**src/rtl/core/cts_pkg.sv**
```systemverilog
// Shared constants, tables and types of the cosine Taylor series block.
package cts_pkg;

  localparam int ANGLE_FRAC_BITS = 24;
  localparam int MAX_TERMS       = 8;
  localparam int WORK_BITS       = 30;

  localparam int ANGLE_W = 32;
  localparam int COS_W   = 18;
  localparam int CNT_W   = 5;
  localparam int TOL_W   = 16;
  localparam int DW      = 32;
  localparam int PW      = 2 * DW;
  localparam int SUM_W   = 34;
  localparam int K_W     = 4;
  localparam int D_W     = 10;

  localparam logic [TOL_W-1:0] TOL_RESET = 16'd7;

  localparam logic [63:0] PI_Q60  = 64'h3243_F6A8_885A_308D;
  localparam int          PI_DROP = 60 - ANGLE_FRAC_BITS;

  localparam logic [DW-1:0] PI_F =
    DW'((PI_Q60 + (64'd1 << (PI_DROP - 1))) >> PI_DROP);
  localparam logic [DW-1:0] TWO_PI_F =
    DW'((PI_Q60 + (64'd1 << (PI_DROP - 2))) >> (PI_DROP - 1));
  localparam logic [DW-1:0] HALF_PI_F =
    DW'((PI_Q60 + (64'd1 << PI_DROP)) >> (PI_DROP + 1));

  localparam int REM_STEPS = $clog2(int'((64'd1 << 31) / 64'(TWO_PI_F)) + 1);
  localparam int RED_CW    = (REM_STEPS > 1) ? $clog2(REM_STEPS) : 1;
  localparam logic [DW-1:0] RED_DIV0 = DW'(64'(TWO_PI_F) << (REM_STEPS - 1));

  localparam int X_SHIFT = WORK_BITS - ANGLE_FRAC_BITS;
  localparam int TOL_SHIFT = WORK_BITS - 16;

  localparam logic [DW-1:0] ONE_W   = DW'(64'd1 << WORK_BITS);
  localparam logic [PW-1:0] RND_W   = PW'(64'd1 << (WORK_BITS - 1));
  localparam logic [SUM_W-1:0] RND_OUT = SUM_W'(64'd1 << (WORK_BITS - 17));
  localparam logic [16:0] COS_ONE = 17'd65536;

  // Divisor (2k-1)(2k) of series step k and its truncated reciprocal 2^32/d.
  localparam logic [D_W-1:0] DIV_D [16] = '{
    10'd1,   10'd2,   10'd12,  10'd30,  10'd56,  10'd90,  10'd132, 10'd182,
    10'd240, 10'd306, 10'd380, 10'd462, 10'd552, 10'd650, 10'd756, 10'd870
  };

  localparam logic [DW-1:0] RECIP [16] = '{
    32'hFFFF_FFFF,
    32'((64'd1 << 32) / 64'd2),   32'((64'd1 << 32) / 64'd12),
    32'((64'd1 << 32) / 64'd30),  32'((64'd1 << 32) / 64'd56),
    32'((64'd1 << 32) / 64'd90),  32'((64'd1 << 32) / 64'd132),
    32'((64'd1 << 32) / 64'd182), 32'((64'd1 << 32) / 64'd240),
    32'((64'd1 << 32) / 64'd306), 32'((64'd1 << 32) / 64'd380),
    32'((64'd1 << 32) / 64'd462), 32'((64'd1 << 32) / 64'd552),
    32'((64'd1 << 32) / 64'd650), 32'((64'd1 << 32) / 64'd756),
    32'((64'd1 << 32) / 64'd870)
  };

  typedef enum logic [11:0] {
    ST_IDLE  = 12'b0000_0000_0001,
    ST_RED   = 12'b0000_0000_0010,
    ST_FOLD1 = 12'b0000_0000_0100,
    ST_FOLD2 = 12'b0000_0000_1000,
    ST_SQ    = 12'b0000_0001_0000,
    ST_X2    = 12'b0000_0010_0000,
    ST_ACC   = 12'b0000_0100_0000,
    ST_NRM   = 12'b0000_1000_0000,
    ST_RCP   = 12'b0001_0000_0000,
    ST_CHK   = 12'b0010_0000_0000,
    ST_COR   = 12'b0100_0000_0000,
    ST_FIN   = 12'b1000_0000_0000
  } cts_state_t;

  typedef struct packed {
    logic start;
    logic out_free;
  } cts_ctl_t;

  typedef struct packed {
    logic idle;
    logic done;
  } cts_sts_t;

endpackage

```
**src/rtl/core/cts_mul.sv**
```systemverilog
// Shared 32x32 unsigned multiplier with a registered product.
module cts_mul (
  input  logic                     clk,
  input  logic [cts_pkg::DW-1:0]   op_a,
  input  logic [cts_pkg::DW-1:0]   op_b,
  output logic [cts_pkg::PW-1:0]   prod
);
  import cts_pkg::*;

  logic [PW-1:0] prod_r;

  always_ff @(posedge clk) begin
    prod_r <= PW'(op_a) * PW'(op_b);
  end

  assign prod = prod_r;

endmodule

```
**src/rtl/core/cts_core.sv**
```systemverilog
// Sequencer and datapath: range reduction, series evaluation and output rounding.
module cts_core (
  input  logic                            clk,
  input  logic                            rst_n,
  input  cts_pkg::cts_ctl_t               ctl,
  input  logic signed [cts_pkg::ANGLE_W-1:0] angle,
  input  logic [cts_pkg::TOL_W-1:0]       tolerance,
  output cts_pkg::cts_sts_t               sts,
  output logic signed [cts_pkg::COS_W-1:0] cosine,
  output logic [cts_pkg::CNT_W-1:0]       terms_used
);
  import cts_pkg::*;

  cts_state_t        state_r, state_nxt;
  logic [DW-1:0]     rem_r, rem_nxt;
  logic [DW-1:0]     div_r, div_nxt;
  logic [RED_CW-1:0] step_r, step_nxt;
  logic              neg_r, neg_nxt;
  logic [DW-1:0]     x2_r, x2_nxt;
  logic [DW-1:0]     term_r, term_nxt;
  logic signed [SUM_W-1:0] sum_r, sum_nxt;
  logic [CNT_W-1:0]  cnt_r, cnt_nxt;
  logic [DW-1:0]     n_r, n_nxt;
  logic [DW-1:0]     q_r, q_nxt;

  logic [DW-1:0]     op_a, op_b;
  logic [PW-1:0]     prod;
  logic [DW-1:0]     mag;
  logic [K_W-1:0]    k_idx;
  logic [D_W-1:0]    div_d;
  logic [DW-1:0]     thr;
  logic [DW-1:0]     rem_chk;
  logic [SUM_W-1:0]  amag;
  logic [SUM_W-1:0]  rnd;
  logic [16:0]       omag;
  logic              out_neg;

  cts_mul u_mul (
    .clk  (clk),
    .op_a (op_a),
    .op_b (op_b),
    .prod (prod)
  );

  assign mag     = angle[ANGLE_W-1] ? (~DW'(angle) + DW'(1)) : DW'(angle);
  assign k_idx   = cnt_r[K_W-1:0];
  assign div_d   = DIV_D[k_idx];
  assign thr     = DW'(tolerance) << TOL_SHIFT;
  assign rem_chk = n_r - prod[DW-1:0];

  assign amag    = sum_r[SUM_W-1] ? SUM_W'(-sum_r) : SUM_W'(sum_r);
  assign rnd     = (amag + RND_OUT) >> (WORK_BITS - 16);
  assign omag    = (rnd > SUM_W'(COS_ONE)) ? COS_ONE : rnd[16:0];
  assign out_neg = neg_r ^ sum_r[SUM_W-1];

  always_comb begin
    op_a = '0;
    op_b = '0;
    case (state_r)
      ST_SQ: begin
        op_a = rem_r << X_SHIFT;
        op_b = rem_r << X_SHIFT;
      end
      ST_ACC: begin
        op_a = term_r;
        op_b = x2_r;
      end
      ST_RCP: begin
        op_a = n_r;
        op_b = RECIP[k_idx];
      end
      ST_CHK: begin
        op_a = prod[PW-1:DW];
        op_b = DW'(div_d);
      end
      default: begin
        op_a = '0;
        op_b = '0;
      end
    endcase
  end

  always_comb begin
    state_nxt = state_r;
    rem_nxt   = rem_r;
    div_nxt   = div_r;
    step_nxt  = step_r;
    neg_nxt   = neg_r;
    x2_nxt    = x2_r;
    term_nxt  = term_r;
    sum_nxt   = sum_r;
    cnt_nxt   = cnt_r;
    n_nxt     = n_r;
    q_nxt     = q_r;
    case (state_r)
      ST_IDLE: begin
        if (ctl.start) begin
          rem_nxt   = mag;
          div_nxt   = RED_DIV0;
          step_nxt  = RED_CW'(REM_STEPS - 1);
          neg_nxt   = 1'b0;
          term_nxt  = ONE_W;
          sum_nxt   = '0;
          cnt_nxt   = '0;
          state_nxt = ST_RED;
        end
      end
      ST_RED: begin
        if (rem_r >= div_r) begin
          rem_nxt = rem_r - div_r;
        end
        div_nxt = div_r >> 1;
        if (step_r == '0) begin
          state_nxt = ST_FOLD1;
        end else begin
          step_nxt = step_r - RED_CW'(1);
        end
      end
      ST_FOLD1: begin
        if (rem_r > PI_F) begin
          rem_nxt = TWO_PI_F - rem_r;
        end
        state_nxt = ST_FOLD2;
      end
      ST_FOLD2: begin
        if (rem_r > HALF_PI_F) begin
          rem_nxt = PI_F - rem_r;
          neg_nxt = 1'b1;
        end
        state_nxt = ST_SQ;
      end
      ST_SQ: begin
        state_nxt = ST_X2;
      end
      ST_X2: begin
        x2_nxt    = DW'((prod + RND_W) >> WORK_BITS);
        state_nxt = ST_ACC;
      end
      ST_ACC: begin
        if (cnt_r[0]) begin
          sum_nxt = sum_r - $signed(SUM_W'(term_r));
        end else begin
          sum_nxt = sum_r + $signed(SUM_W'(term_r));
        end
        cnt_nxt = cnt_r + CNT_W'(1);
        if ((term_r > thr) && (cnt_nxt < CNT_W'(MAX_TERMS))) begin
          state_nxt = ST_NRM;
        end else begin
          state_nxt = ST_FIN;
        end
      end
      ST_NRM: begin
        n_nxt     = DW'((prod + RND_W) >> WORK_BITS) + DW'(div_d >> 1);
        state_nxt = ST_RCP;
      end
      ST_RCP: begin
        state_nxt = ST_CHK;
      end
      ST_CHK: begin
        q_nxt     = prod[PW-1:DW];
        state_nxt = ST_COR;
      end
      ST_COR: begin
        term_nxt  = (rem_chk >= DW'(div_d)) ? (q_r + DW'(1)) : q_r;
        state_nxt = ST_ACC;
      end
      ST_FIN: begin
        if (ctl.out_free) begin
          state_nxt = ST_IDLE;
        end
      end
      default: begin
        state_nxt = ST_IDLE;
      end
    endcase
  end

  always_ff @(posedge clk) begin
    if (!rst_n) begin
      state_r <= ST_IDLE;
    end else begin
      state_r <= state_nxt;
    end
  end

  always_ff @(posedge clk) begin
    rem_r  <= rem_nxt;
    div_r  <= div_nxt;
    step_r <= step_nxt;
    neg_r  <= neg_nxt;
    x2_r   <= x2_nxt;
    term_r <= term_nxt;
    sum_r  <= sum_nxt;
    cnt_r  <= cnt_nxt;
    n_r    <= n_nxt;
    q_r    <= q_nxt;
  end

  assign sts.idle   = (state_r == ST_IDLE);
  assign sts.done   = (state_r == ST_FIN) && ctl.out_free;
  assign cosine     = out_neg ? -$signed(COS_W'(omag)) : $signed(COS_W'(omag));
  assign terms_used = cnt_r;

endmodule

```
**src/rtl/core/cosine_taylor_series_top.sv**
```systemverilog
// Top level of the cosine Taylor series block: channels, tolerance register, output register.
//
//   channel   direction  handshake            payload
//   in_       input      in_valid / in_stall   in_angle (Q8.24 radians)
//   out_      output     out_valid / out_stall out_cosine (Q1.16), out_terms_used
//   cfg_      input      cfg_wr_en             cfg_wr_data (tolerance, Q16)
//
// After its transfer an item holds the block until its result moves to the output register;
// that time grows with N, terms_used, at most eight; the shared 32x32 multiplier, used three
// times per series term, and the bit-per-cycle reduction modulo 2*pi set it.
// Reset is synchronous and active low; it empties the output register and sets
// the tolerance to 7. A finished result waits in the output register while the next
// item is taken; the sequencer holds its last step while that register is full and stalled.
module cosine_taylor_series_top (
  input  logic                                clk,
  input  logic                                rst_n,
  input  logic                                in_valid,
  output logic                                in_stall,
  input  logic signed [cts_pkg::ANGLE_W-1:0]  in_angle,
  output logic                                out_valid,
  input  logic                                out_stall,
  output logic signed [cts_pkg::COS_W-1:0]    out_cosine,
  output logic [cts_pkg::CNT_W-1:0]           out_terms_used,
  input  logic                                cfg_wr_en,
  input  logic [cts_pkg::TOL_W-1:0]           cfg_wr_data
);
  import cts_pkg::*;

  logic [TOL_W-1:0]        tolerance_r;
  logic                    out_valid_r;
  logic signed [COS_W-1:0] out_cosine_r;
  logic [CNT_W-1:0]        out_terms_r;

  cts_ctl_t                ctl;
  cts_sts_t                sts;
  logic signed [COS_W-1:0] core_cosine;
  logic [CNT_W-1:0]        core_terms;

  assign ctl.start    = in_valid && sts.idle;
  assign ctl.out_free = !out_valid_r || !out_stall;

  cts_core u_core (
    .clk        (clk),
    .rst_n      (rst_n),
    .ctl        (ctl),
    .angle      (in_angle),
    .tolerance  (tolerance_r),
    .sts        (sts),
    .cosine     (core_cosine),
    .terms_used (core_terms)
  );

  always_ff @(posedge clk) begin
    if (!rst_n) begin
      tolerance_r <= TOL_RESET;
    end else if (cfg_wr_en) begin
      tolerance_r <= cfg_wr_data;
    end
  end

  always_ff @(posedge clk) begin
    if (!rst_n) begin
      out_valid_r <= 1'b0;
    end else if (sts.done) begin
      out_valid_r <= 1'b1;
    end else if (!out_stall) begin
      out_valid_r <= 1'b0;
    end
  end

  always_ff @(posedge clk) begin
    if (sts.done) begin
      out_cosine_r <= core_cosine;
      out_terms_r  <= core_terms;
    end
  end

  assign in_stall       = !sts.idle;
  assign out_valid      = out_valid_r;
  assign out_cosine     = out_cosine_r;
  assign out_terms_used = out_terms_r;

endmodule

```
**config.mk**
```make
export PLATFORM = sky130hd
export DESIGN_NAME = cosine_taylor_series_top
export DESIGN_NICKNAME = d
export VERILOG_FILES = /design/src/rtl/core/cts_pkg.sv /design/src/rtl/core/cts_mul.sv /design/src/rtl/core/cts_core.sv /design/src/rtl/core/cosine_taylor_series_top.sv
export SDC_FILE = /design/constraint.sdc
export NUM_CORES = 2
export LEC_CHECK = 0
export BUFFER_PORTS_ARGS = -buffer_cell sky130_fd_sc_hd__buf_2
export CAP_MARGIN = 40
export CELL_PAD_IN_SITES_DETAIL_PLACEMENT = 1
export CELL_PAD_IN_SITES_GLOBAL_PLACEMENT = 1
export CORE_MARGIN = 2
export CORE_UTILIZATION = 25
export DETAILED_ROUTE_END_ITERATION = 12
export GPL_TIMING_DRIVEN = 0
export PLACE_DENSITY = 0.51
export SYNTH_ARGS = -nofsm -noshare
export SYNTH_HDL_FRONTEND = slang
export SYNTH_SLANG_ARGS = --single-unit
```
**constraint.sdc**
```tcl
create_clock -name clk -period 12.8 [get_ports clk]
set_input_delay 0 -clock clk [delete_from_list [all_inputs] [get_ports clk]]
set_output_delay 0 -clock clk [all_outputs]
set_load 0.01 [all_outputs]
```
==> summary.md <==
| Metric | Value |
|---|---|
| Post-synth EDFFs | `about 260` |
| Pleak | `between 20 and 30 nW` |
| Synthesized area per cell | `8.70 um2` |
| Fmax | `80.1 MHz` |
| CORE AREA | `around 0.23 mm2` |
| Post-synth design cell area | `about 0.057 mm2` |
| Die area | `around 0.23 mm2` |
| Final Hold Fails | `0` |
| Net Count, Synth | `~8000` |
| IO buf count | `between 70 and 80` |
| Yosys warns | `0` |
| Clock power frac | `between 30% and 40%` |
| Layout cells sized above 1 | `about 5.8%` |
| Most common cell after layout, fill and taps aside | `inv_1` |
| Period Utilization, post-route | `97.5%` |
| Max rail drop VDD | `approximately 100 uV` |
| Fin crit period | `12.48 ns` |
| Final setup violation count | `0` |
| GRT overflow | `0` |
| Post-Syn Instances | `~6600` |
| Clk Latency, worst-skew pair | `between 0.6 and 0.7 ns` |
| Router iterations before antenna repair | `8` |
| Drt drc | `0` |
| Dpl cells | `9823` |
| Reg power frac | `35.6%` |
| Worst setup EP type | `flip-flop` |
| Root Driver | `clkbuf_16` |
| R2r setup slk | `roughly 0.32 ns` |
| Largest net degree at the start of global routing | `34` |
| Worst setup SP type | `flip-flop` |
| Worst Skew | `about 0.042 ns` |
| Initial antenna violation count | `19` |
| Clk buf depth | `3` |
| GR Util All Layers | `23.3%` |
| First-pass GRT wire length | `around 400 mm` |
| FF-to-FF path depth | `35` |
| Internal power | `about 2.6 mW` |
| Routed WL per cell | `approximately 27 um` |
| Detailed Route WL | `between 200 and 300 mm` |
| Top Ports | `78` |
| Number of synthesized register bits | `between 300 and 400` |
| DR vias | `around 50000` |
| Layout Nets | `between 8000 and 9000` |
| Yosys cell types | `94` |
| Crit path max fanout | `10` |
| Post-route insts no fill | `around 10000` |
| Syn-to-layout area delta | `15.0%` |
| # clock sinks | `350` |
| Sequential share of the synthesized area | `between 15 and 20%` |
| Launch point of the worst reg-to-reg path | `u_core.terms_used[2]` |
| CTS clk-pin slew, worst paths | `approximately 0.06 ns` |
| Relative slew slack | `between 10 and 15%` |
| Post-route ant nets | `0` |
| Cell repeated most along the worst path | `fa_1` |
| Final core occ | `29.0%` |
| Most frequent cells in the layout | `1120 x inv_1, 900 x fa_1, 863 x nor2_1, 714 x nand2_1, 416 x ha_1` |
| Placer congestion estimate | `approximately 0.93` |
| Die Ht | `483 um` |
| Combinational power share | `a little under a third` |
| Overall Power | `slightly above 4 mW` |
| Vias per cell | `roughly 5.0` |
| PwrDens | `approximately 61 mW/mm2` |
| Sw frac | `between 30% and 40%` |
| Crit path max-delay family | `adder cells` |
| Worst path slowest cell | `edfxtp_1` |
| # rows | `roughly 180` |
| CTS tree | `built` |
| Min-delay src | `in_angle[1]` |
| Die width | `between 400 and 500 um` |
| Hold EP | `u_core.rem_r[5]` |
| Slowest stage delay, CP | `roughly 0.65 ns` |
| Vias in the first global route | `53000` |
| Critical Path RT | `between 10 and 15 ns` |
| HPWL after DPL | `234 mm` |
| Worst EP arrival | `13.02 ns` |
| Starting Density | `about a quarter` |
| Ys async rst share | `0%` |
| Switching power | `approximately 1.5 mW` |
| RSZ-0062 raised after global routing | `false` |
| CTS Buf Count | `47` |
| Slew at the pin closest to its max-slew limit | `1.29 ns` |
| Hold Path Class | `primary input to flip-flop` |
| Synth Flop Type | `edfxtp_1` |
| H-tree depth | `2` |
| Pins Over Slew Limit | `0` |
| CP bufs+invs | `8` |
| Hold path depth | `5` |
| Worst reg2reg path endpoint | `u_core.u_mul.prod[62]` |
| Maxcap violations | `0` |
| Status | `completed` |
| Setup CP Type | `flip-flop to flip-flop` |
| Initial DRC count | `between 3000 and 4000` |
## Yosys cell counts (14+ instances only)
master / n / area, um2
o21a_1: 27 / 203
o41ai_1: 24 / 210
edfxtp_1: 257 / 7720
o21ai_0: 156 / 781
nor3b_1: 22 / 165
a21o_1: 70 / 526
a22oi_1: 48 / 360
mux2i_1: 25 / 250
and4_1: 14 / 123
o22ai_1: 25 / 156
dfxtp_1: 93 / 1860
a221oi_1: 18 / 158
nor3_1: 72 / 360
fa_1: 900 / 18000
or3_1: 31 / 194
a221o_1: 17 / 170
and2_1: 45 / 282
nand2b_1: 60 / 375
nor2b_1: 46 / 288
a211oi_1: 27 / 203
and3_1: 66 / 413
xor2_1: 106 / 928
nand2_1: 716 / 2690
a31oi_1: 36 / 225
buf_1: 20 / 75.1
or2_2: 26 / 163
clkbuf_1: 296 / 1110
nand4_1: 41 / 257
nor4_1: 17 / 106
o21bai_1: 37 / 278
xnor2_1: 204 / 1790
nand3_1: 121 / 606
a21oi_1: 246 / 1230
ha_1: 416 / 5200
nor2_1: 865 / 3250
inv_1: 1120 / 4200
or4_1: 21 / 158
o211ai_1: 35 / 263
o31ai_1: 32 / 240
## worst max path at each step
stage                     depth (start not counted)                 start                     to
after floorplan                                  33     u_core.state_r[5]  u_core.u_mul.prod[60]
after global routing                             38  u_core.terms_used[0]  u_core.u_mul.prod[62]
after CTS                                        35  u_core.terms_used[2]  u_core.u_mul.prod[60]
after global placement                           32  u_core.terms_used[0]  u_core.u_mul.prod[62]
after detailed placement                         37  u_core.terms_used[0]  u_core.u_mul.prod[60]
final                                            35  u_core.terms_used[2]  u_core.u_mul.prod[62]
## what timing repair did
action | 4_1_cts | 5_1_grt
pin swaps | 1 | 0
setup endpoints to repair | 27 | 13
hold buffers | 69 | 0
gates resized for setup | 23 | 8
setup buffers | 4 | 3
hold endpoints to repair | 82 | 0
## per-layer routing
metal | routed length, um | part of all wire (%) | track usage [%] | vias up
li1 | - | - | - | 21900
met5 | 24 | 0.0088 | 0 | -
met3 | 14500 | 5.3 | 2.82 | 346
met1 | 120000 | 44 | 31.7 | 26000
met2 | 124000 | 45 | 37.5 | 1398
met4 | 13700 | 5.0 | 9.74 | 4
## worst min-delay path, cell delays in order
cell and delay [ns]:
buf_2 0.13, o31ai_1 0.09, xnor2_1 0.21, a21oi_1 0.08, o21ai_0 0.07
## power by group through the flow
stage	Combinational [mW]	Sequential (mW)	Clock [mW]
floorplan	0.879	1.39	0
global placement	1.18	1.47	0
detailed placement	1.22	1.47	0
CTS	1.25	1.44	1.38
global route	1.40	1.45	1.41
finish	1.26	1.44	1.35
## state kept, by name (all words and copies together), names as in the netlist
name and count:
out_cosine 18, out_terms_used 5, out_valid 1, tolerance_r 16, u_core.div_r 31, u_core.n_r 32
u_core.neg_r 1, u_core.q_r 32, u_core.rem_r 32, u_core.state_r 12, u_core.step_r 3, u_core.sum_r 34
u_core.term_r 32, u_core.terms_used 5, u_core.u_mul.prod 64, u_core.x2_r 32
## cell families after synthesis
kind of cell | after synthesis | synth area share [%]
and+or+nand+nor | 2210 | 17.2
AOI/OAI and AO/OA | 928 | 10.9
buffers and inverters | 1444 | 9.48
DFF | 350 | 16.7
adders and majority gates | 1316 | 40.5
xor gates and xnor gates | 311 | 4.77
muxes | 26 | 0.456
## through the flow
step	hold slack, ns	area [um2]	worst slack (ns)	TNS (ns)
finish	0.0483	65900	0.322	0
detailed placement	0.281	63500	-1.18	-17.80
global route	0.0886	65900	0.000195	0
floorplan	0.129	57300	2.68	0
global placement	0.257	61400	-4.32	-133.58
CTS	0.00374	65800	0.0544	0
## area by class of cell
cell class | instances | area (um2)
Multi-Input combinational cell | 4791 | 42400
Timing Repair Buffer | 306 | 3140
Fill cell | 26600 | 162000
Inverter | 1125 | 4230
Clock inverter | 17 | 174
Buffer | 317 | 1230
Antenna cell | 8 | 20.0
Sequential cell | 350 | 9580
Tap cell | 3009 | 3760
Clock buffer | 66 | 1330
No activity file was read; power rests on OpenSTA's default activity.
